<file path="src/design/strip_detector_calibration_macros.svh">
// ----------------------------------------------------------------------------
// Strip detector calibration assertion macros
// Shared concurrent assertion forms for the calibration block.
// ----------------------------------------------------------------------------
`ifndef STRIP_DETECTOR_CALIBRATION_MACROS_SVH
`define STRIP_DETECTOR_CALIBRATION_MACROS_SVH

// same-cycle implication under reset
`define SDC_ASSERT_IMPLIES(label, clk, rst_n, ante, cons, msg) \
    label: assert property (@(posedge clk) disable iff (!rst_n) (ante) |-> (cons)) \
        else $error(msg);

// next-cycle implication under reset
`define SDC_ASSERT_NEXT(label, clk, rst_n, ante, cons, msg) \
    label: assert property (@(posedge clk) disable iff (!rst_n) (ante) |=> (cons)) \
        else $error(msg);

`endif

</file>
<file path="src/design/sdc_pkg.sv">
// ----------------------------------------------------------------------------
// Strip detector calibration package
// Word layouts, constants and saturation helper shared by the block.
// ----------------------------------------------------------------------------
package sdc_pkg;

    localparam int SIDE_W     = 2;
    localparam int INDEX_W    = 5;
    localparam int RAW_W      = 13;
    localparam int GAIN_W     = 18;
    localparam int OFFSET_W   = 24;
    localparam int THR_W      = 16;
    localparam int CAL_GAIN_W = 20;
    localparam int COUNT_W    = 6;
    localparam int SIDE_COUNT = 4;

    localparam logic [RAW_W-1:0]     ADC_LIMIT     = 13'd4096;
    localparam logic signed [14:0]   RAW_SENTINEL  = -15'sd9999;
    localparam logic signed [31:0]   VAL_SENTINEL  = -32'sd2559744;
    localparam logic [COUNT_W-1:0]   COUNT_MAX     = 6'd63;

    localparam logic [2:0] REG_HIT_THRESHOLD    = 3'd0;
    localparam logic [2:0] REG_CAL_GAIN_LEFT    = 3'd1;
    localparam logic [2:0] REG_CAL_OFFSET_LEFT  = 3'd2;
    localparam logic [2:0] REG_CAL_GAIN_RIGHT   = 3'd3;
    localparam logic [2:0] REG_CAL_OFFSET_RIGHT = 3'd4;

    localparam logic signed [THR_W-1:0]      RST_HIT_THRESHOLD    = 16'sd500;
    localparam logic signed [CAL_GAIN_W-1:0] RST_CAL_GAIN_LEFT    = 20'sd470416;
    localparam logic signed [OFFSET_W-1:0]   RST_CAL_OFFSET_LEFT  = -24'sd390206;
    localparam logic signed [CAL_GAIN_W-1:0] RST_CAL_GAIN_RIGHT   = 20'sd503663;
    localparam logic signed [OFFSET_W-1:0]   RST_CAL_OFFSET_RIGHT = -24'sd421446;

    typedef struct packed {
        logic signed [OFFSET_W-1:0] coef_offset;
        logic signed [GAIN_W-1:0]   coef_gain;
        logic [RAW_W-1:0]           raw_adc;
        logic [INDEX_W-1:0]         strip_index;
        logic [SIDE_W-1:0]          strip_side;
    } sdc_in_t;

    typedef struct packed {
        logic                last;
        logic                sat;
        logic [SIDE_W-1:0]   side;
        logic [INDEX_W-1:0]  index;
        logic [RAW_W-1:0]    raw;
    } sdc_tag_t;

    typedef struct packed {
        logic signed [THR_W-1:0]      hit_threshold;
        logic signed [CAL_GAIN_W-1:0] gain_left;
        logic signed [OFFSET_W-1:0]   offset_left;
        logic signed [CAL_GAIN_W-1:0] gain_right;
        logic signed [OFFSET_W-1:0]   offset_right;
    } sdc_cal_t;

    typedef struct packed {
        logic [COUNT_W-1:0]  hits_rb;
        logic [COUNT_W-1:0]  hits_rf;
        logic [COUNT_W-1:0]  hits_lb;
        logic [COUNT_W-1:0]  hits_lf;
        logic signed [31:0]  calibrated_value;
        logic signed [31:0]  stage_one_value;
        logic signed [14:0]  raw_echo;
        logic [INDEX_W-1:0]  index_out;
        logic [SIDE_W-1:0]   side_out;
    } sdc_out_t;

    function automatic logic signed [31:0] sat32(input logic signed [37:0] x);
        logic signed [31:0] r;
        if (x > 38'sd2147483647)
            r = 32'sh7FFFFFFF;
        else if (x < -38'sd2147483648)
            r = 32'sh80000000;
        else
            r = x[31:0];
        return r;
    endfunction

endpackage

</file>
<file path="src/design/sdc_gain_stage.sv">
// ----------------------------------------------------------------------------
// Side gain stage
// Applies the shared side gain and offset, counts hits and holds the result.
// ----------------------------------------------------------------------------
module sdc_gain_stage
    import sdc_pkg::*;
(
    input  logic               clk,
    input  logic               rst_n,
    input  logic               adv,
    input  sdc_cal_t           cal,
    input  logic               s1_valid,
    input  sdc_tag_t           s1_tag,
    input  logic signed [31:0] s1_value,
    output logic               out_valid,
    output sdc_out_t           out_word,
    output logic               out_last,
    output logic               out_sat,
    output logic               counts_clear
);

    logic               v4_reg;
    sdc_tag_t           tag4_reg;
    logic signed [31:0] s1_4_reg;
    logic signed [51:0] prod4_reg, prod4_next;
    logic signed [CAL_GAIN_W-1:0] gain_sel;
    logic signed [OFFSET_W-1:0]   off_sel;
    logic signed [37:0] c_wide;
    logic signed [31:0] c_val;
    logic signed [31:0] thr_q8;
    logic               hit;

    logic [COUNT_W-1:0] count_reg  [SIDE_COUNT];
    logic [COUNT_W-1:0] count_next [SIDE_COUNT];
    logic [COUNT_W-1:0] count_upd  [SIDE_COUNT];

    logic     out_valid_reg;
    sdc_out_t out_reg, out_next;
    logic     last_reg, sat_reg;

    always_comb
    begin
        gain_sel   = s1_tag.side[1] ? cal.gain_right : cal.gain_left;
        prod4_next = gain_sel * s1_value;

        off_sel = tag4_reg.side[1] ? cal.offset_right : cal.offset_left;
        // round half up over sixteen fraction bits
        c_wide  = 38'((prod4_reg + 52'sd32768) >>> 16) + 38'(off_sel);
        c_val   = tag4_reg.sat ? VAL_SENTINEL : sat32(c_wide);
        thr_q8  = {{8{cal.hit_threshold[THR_W-1]}}, cal.hit_threshold, 8'd0};
        hit     = c_val > thr_q8;

        for (int i = 0; i < SIDE_COUNT; i++)
        begin
            count_upd[i] = count_reg[i];
            if (hit && (32'(tag4_reg.side) == i) && (count_reg[i] < COUNT_MAX))
            begin
                count_upd[i] = count_reg[i] + 1'b1;
            end
            count_next[i] = tag4_reg.last ? '0 : count_upd[i];
        end

        out_next.side_out         = tag4_reg.side;
        out_next.index_out        = tag4_reg.index;
        out_next.raw_echo         = tag4_reg.sat ? RAW_SENTINEL
                                                 : $signed({2'b00, tag4_reg.raw});
        out_next.stage_one_value  = s1_4_reg;
        out_next.calibrated_value = c_val;
        out_next.hits_lf = tag4_reg.last ? count_upd[0] : '0;
        out_next.hits_lb = tag4_reg.last ? count_upd[1] : '0;
        out_next.hits_rf = tag4_reg.last ? count_upd[2] : '0;
        out_next.hits_rb = tag4_reg.last ? count_upd[3] : '0;
    end

    always_ff @(posedge clk or negedge rst_n)
    begin
        if (!rst_n)
        begin
            v4_reg        <= 1'b0;
            out_valid_reg <= 1'b0;
            for (int i = 0; i < SIDE_COUNT; i++)
            begin
                count_reg[i] <= '0;
            end
        end
        else if (adv)
        begin
            v4_reg        <= s1_valid;
            out_valid_reg <= v4_reg;
            if (v4_reg)
            begin
                for (int i = 0; i < SIDE_COUNT; i++)
                begin
                    count_reg[i] <= count_next[i];
                end
            end
        end
    end

    always_ff @(posedge clk)
    begin
        if (adv)
        begin
            tag4_reg  <= s1_tag;
            s1_4_reg  <= s1_value;
            prod4_reg <= prod4_next;
            out_reg   <= out_next;
            last_reg  <= tag4_reg.last;
            sat_reg   <= tag4_reg.sat;
        end
    end

    assign out_valid    = out_valid_reg;
    assign out_word     = out_reg;
    assign out_last     = last_reg;
    assign out_sat      = sat_reg;
    assign counts_clear = adv && v4_reg && tag4_reg.last;

endmodule

</file>
<file path="config.mk">
export PLATFORM = sky130hd
export DESIGN_NAME = sdc_gain_stage
export DESIGN_NICKNAME = d
export VERILOG_FILES = /design/src/design/strip_detector_calibration_macros.svh /design/src/design/sdc_pkg.sv /design/src/design/sdc_gain_stage.sv
export SDC_FILE = /design/constraint.sdc
export NUM_CORES = 2
export LEC_CHECK = 0
export ABC_AREA = 1
export BUFFER_PORTS_ARGS = -buffer_cell sky130_fd_sc_hd__buf_4
export CAP_MARGIN = 20
export CORE_ASPECT_RATIO = 1.1
export CORE_MARGIN = 2
export CORE_UTILIZATION = 60
export DETAILED_ROUTE_END_ITERATION = 6
export PLACE_DENSITY = 0.8
export SYNTH_ARGS = -nofsm -noshare
export SYNTH_HDL_FRONTEND = slang
export SYNTH_SLANG_ARGS = --single-unit
</file>
<file path="constraint.sdc">
create_clock -name clk -period 17.3 [get_ports clk]
set_clock_uncertainty 0.2 [all_clocks]
set_input_delay 3.46 -clock clk [delete_from_list [all_inputs] [get_ports clk]]
set_output_delay 3.46 -clock clk [all_outputs]
set_load 0.01 [all_outputs]
</file>
======== After elaboration in Yosys (flattened, before gate mapping) ========
Cells that the tools add are included.
storage, ports and cells
  register bits ........................... 244
  input bits .............................. 162
  output and inout bits ................... 114
  word-level logic and storage cells ...... 68
cells by class
  add/subtract/negate cells ............... 6
  multipliers ............................. 1
  magnitude comparators ................... 7
  equality and inequality tests ........... 3
  mux-type cells .......................... 14
  reduce and logical (&&, ||, !) cells .... 12
operators with widths
  operator                                                         number
  two-way mux 32 bit                                               3
  adder 52 x 17 -> 52 bit, second input constant                   1
  multiplier 20 x 32 -> 52 bit                                     1
  two-way mux 6 bit                                                8
  adder 36 x 24 -> 37 bit                                          1
  greater-than comparator 37 x 32 -> 1 bit, second input constant  1
  less-than comparator 37 x 32 -> 1 bit, second input constant     1
  greater-than comparator 32 x 24 -> 1 bit                         1
  adder 6 x 1 -> 6 bit, second input constant                      4
  less-than comparator 6 bit, second input constant                4
  two-way mux 24 bit                                               1
  two-way mux 20 bit                                               1
  two-way mux 15 bit                                               1
  logical AND 1 bit                                                10
  == test 2 bit, second input constant                             2
  == test 2 x 1 -> 1 bit, second input constant                    1
  logical NOT 2 bit                                                1
  AND reduction 2 bit                                              1

======== Logic depth before layout (Yosys ltp) ========
  word-level depth ........................ 11
  depth in mapped cells ................... 53
  mapped depth without buffers ............ 52

======== Worst setup path before layout ========
OpenSTA, ideal clock, no wires.
  path type ............................... in2reg
  start point ............................. in s1_tag[19] (netlist bit)
  end point ............................... reg prod4_reg[51] (data pin)
  library setup time ...................... 0.260 ns
  arrival ................................. 9.889 ns
  data required time ...................... 16.840 ns
  slack ................................... 6.951 ns
  stages .................................. 30
  buffers on the path ..................... 3
  cells stage by stage .................... clkbuf_1 inv_1 clkbuf_1 or2_2 o21ai_1 clkbuf_1 nor2_1 fa_1 inv_1 fa_1 fa_1 fa_1 fa_1 inv_1 fa_1 inv_1 fa_1 inv_1 ha_1 a21oi_1 inv_1 a21oi_1 o31a_1 o21ai_1 a21o_1 a31oi_1 o21ai_0 nand2_1 nand2_1 xor2_1
between the ends
  word-level cells in the longest chain between the ends .. 2
ends and longest elaborated chain
  what                          line                   text
  start, declared               sdc_gain_stage.sv:13   input sdc_tag_t s1_tag,
  two-way mux 20 bit            sdc_gain_stage.sv:43   gain_sel = s1_tag.side[1] ? cal.gain_right : cal.gain_left;
  multiplier 20 x 32 -> 52 bit  sdc_gain_stage.sv:44   prod4_next = gain_sel * s1_value;
  named net prod4_next[51]      sdc_gain_stage.sv:25   logic signed [51:0] prod4_reg, prod4_next;
  end signal, assigned          sdc_gain_stage.sv:106  prod4_reg <= prod4_next;
  end, declared                 sdc_gain_stage.sv:25
The timed path passes the listed nets, and every way through them passes these cells.
A chain may end at the register's enable or synchronous reset.

======== Worst setup path in the final report ========
  start point ............................. in s1_tag[19] (netlist bit)
  end point ............................... reg prod4_reg[45] (data pin)
The elaborated chain is that of the path after synthesis.

==> results.json <==
{
  "crit_type": "primary input to flop",
  "clkTransAtPathRegs_ns": 0.06,
  "maxClockFrequency_ghz": 0.08497,
  "slowest_cell_on_the_critical_path": "o21ai_0",
  "grt_overflow": 0,
  "port-buffer-count": 274,
  "crit_family": "adder cells",
  "grt_first_pass_wirelength_um": 154800,
  "tritoncts_clock_tree": "done",
  "yosysWarningCount": 0,
  "fin_hold_ws_ns": 0.2167,
  "timing.critical_path.arrival_ns": 11.87,
  "timing.final.setup_violations": 0,
  "ctsHoldBuffers": 0,
  "synthesis.instances": 3924,
  "drt-initial-drc-count": 2121,
  "nNetsFinal": 5121,
  "seq_total_area_yosys_pct": 19.48,
  "hp-class": "flop to flop",
  "drt-vias-per-instance": 5.545,
  "die-width_um": 232.0,
  "die_area_mm2": 0.05913,
  "highest-signal-layer": "met5",
  "cts_made_buffers": 26,
  "worstPathBufferInverterCount": 7,
  "max_transition_margin_pct": 22.07,
  "clockRootBuffer": "clkbuf_16",
  "synth_edf_count": 201,
  "clk-insertion-delay-late_ns": 0.60,
  "synth.avg_cell_area_um2": 8.746,
  "drive_gt1_share_pct": 11.30,
  "pin_count": 276,
  "route.antenna.remaining_nets": 0,
  "min_from": "s1_4_reg[24]$_DFFE_PP_",
  "fp.coreArea_mm2": 0.05636,
  "setup_repair_after_global_routing_missed_its_margin": "no",
  "dp_hpwl_um": 78770,
  "fp-row-count": 91,
  "synth.distinct_cells": 58,
  "syn_to_final_growth_pct": 10.51,
  "die-height_um": 254.8,
  "finalWirelength_um": 98860,
  "postSynthRegisterBits": 227,
  "routedLengthMet1_um": 36400,
  "timing.critical_path.mode_cell": "fa_1",
  "tritoncts_num_sinks": 227,
  "grt_pass1_vias": 28550,
  "detailroute.via_count": 27140,
  "synth_area_mm2": 0.03432,
  "timing.critical_path.fanout_max": 24,
  "post_cts_resize_count": 0,
  "post_cts_setup_buffer_count": 0,
  "hold_violations": 0,
  "cts.htree.levels": 1,
  "startpoint": "s1_tag[19]",
  "detail_route.first_pass.iterations": 6,
  "route.detailed.drc": 0,
  "async_reset_ff_share_pct": 11.45,
  "post-route-period-util_pct": 68.03,
  "maxCapViolCount": 0,
  "worst_ep_required_time_ns": 17.40,
  "post_drt_wl_per_cell_um": 20.20,
  "initial_antenna_violation_count": 1,
  "wl_met3_um": 10130,
  "largest_reg_flops": 109,
  "floorplan.initialDensity_pct": 60.89,
  "syn-num-nets": 4915,
  "type_of_element_capturing_the_critical_path": "flop",
  "met2_wirelength_um": 46270,
  "cts_buffer_depth": 3,
  "final-max-slew-violation-count": 0,
  "worst_setup_path_start_kind": "primary input",
  "outcome": "finished clean",
  "cp_slowest_stage_delay_ns": 0.96,
  "track_usage_pct": 34.74,
  "grt_start_max_net_pins": 85,
  "worst_slew_pin_slew_ns": 1.157,
  "fin_setup_tns_ns": 0,
  "diode_insertion_count_for_antenna_repair": 0,
  "worstReg2RegStart": "prod4_reg[15]$_DFFE_PP_",
  "place_congestion": 0.9736,
  "synth-main-ff-cell": "edfxtp_1",
  "timing.final.crit_period_ns": 11.77
}
## kinds of logic after synthesis
logic type	synth area share (%)
AO/OA/AOI/OAI	4.043
AND/OR/NAND/NOR	18.70
buffers and inverters	10.70
adder cells (fa/ha/maj)	44.14
XOR/XNOR	2.884
multiplexers	0.03281
flip-flops	19.48
other	0.01093
## worst register-to-register path, delay by kind of cell, from the launching register on
family	cells	cell delay, ns
AOI/OAI and AO/OA	5	0.84
DFF	1	0.36
buffers and inverters	4	0.78
and+or+nand+nor	32	4.21
adders and majority gates	3	1.05
xor gates and xnor gates	1	0.11
## synth_stat cells, types with 5 or more instances
master / number / area [µm²]
a21o_1: 5 / 37.54
edfxtp_1: 201 / 6036
o21ai_0: 66 / 330.3
nand2_2: 32 / 200.2
nor2_2: 13 / 81.33
inv_1: 840 / 3153
nand3_2: 10 / 100.1
a31oi_1: 13 / 81.33
nand2_1: 930 / 3491
nand3_1: 70 / 350.3
ha_1: 193 / 2415
o21ai_1: 6 / 30.03
nor3_1: 16 / 80.08
a21oi_1: 127 / 635.6
or2_2: 42 / 262.8
dfrtp_1: 26 / 650.6
buf_1: 7 / 26.28
xnor2_1: 43 / 376.6
nor4_1: 6 / 37.54
xor2_1: 70 / 613.1
nor2_1: 371 / 1393
inv_2: 6 / 22.52
clkinv_1: 6 / 22.52
fa_1: 636 / 12730
nand4_1: 17 / 106.4
clkbuf_1: 104 / 390.4
o21a_1: 10 / 75.07
o21bai_1: 6 / 45.04
## layout make-up
cell class / instances / area, µm²
clock buffer: 28 / 658.1
clock inverter: 20 / 211.5
fill: 4550 / 18430
inverter: 852 / 3198
multi-input combinational: 2727 / 23990
sequential: 227 / 6686
tap: 744 / 930.9
timing repair buffer: 296 / 2250
## worst paths after layout
kind / end / slack, ns / cells past startpoint
hold / removal: out_word[46]$_DFFE_PP_ / 0.22 / 0
setup / recovery: prod4_reg[45]$_DFFE_PP_ / 5.53 / 26
max in group asynchronous: out_valid$_DFFE_PN0P_ / 14.00 / 1
min in group asynchronous: v4_reg$_DFFE_PN0P_ / 2.57 / 1
hold reg to reg: out_word[46]$_DFFE_PP_ / 0.22 / 0
setup reg to reg: out_word[96]$_SDFFCE_PN0P_ / 9.48 / 45
## stage by stage
stage | utilization (%) | instance area (µm²) | setup WS [ns] | cells
2_1_floorplan | - | 34320 | 6.951 | 3924
3_3_place_gp | 65.70 | 37030 | 5.467 | 4845
3_5_place_dp | 65.70 | 37030 | 5.259 | 4845
4_1_cts | 67.24 | 37900 | 5.873 | 4893
5_1_grt | 67.29 | 37930 | 5.230 | 4894
6_report | 67.29 | 37930 | 5.531 | 4894
## layout by cell type, fill, tap and decap left out, types with 4 or more instances in the layout
master | Yosys | layout
xor2_1 | 70 | 70
a211oi_1 | 4 | 4
o21a_1 | 10 | 10
inv_1 | 840 | 840
o21ai_1 | 6 | 4
fa_1 | 636 | 636
nor2_1 | 371 | 371
edfxtp_1 | 201 | 201
clkbuf_16 | 0 | 26
o21bai_1 | 6 | 6
ha_1 | 193 | 193
nand2_1 | 930 | 930
inv_2 | 6 | 6
clkinv_1 | 6 | 10
nor3_1 | 16 | 16
nand3_2 | 10 | 10
nor4_1 | 6 | 6
nor2_4 | 4 | 4
nand3_1 | 70 | 70
dfrtp_1 | 26 | 26
o21ai_2 | 1 | 4
nor2_2 | 13 | 13
a31oi_1 | 13 | 13
nand2_2 | 32 | 32
o21ai_0 | 66 | 63
nand4_1 | 17 | 17
clkinvlp_4 | 0 | 5
buf_4 | 3 | 294
or2_2 | 42 | 42
a21o_1 | 5 | 5
a21oi_1 | 127 | 127
xnor2_1 | 43 | 43
## layer usage
| layer | up-vias | track usage, % |
|---|---|---|
| met3 | 352 | 8.010 |
| met2 | 1488 | 57.88 |
| li1 | 12150 | - |
| met1 | 13140 | 42.60 |
| met4 | 2 | 17.80 |
| met5 | - | 0 |
Power is left out: the tool's default activity adds up to more than one toggle a clock period on the data nets, which glitch-free logic cannot reach.
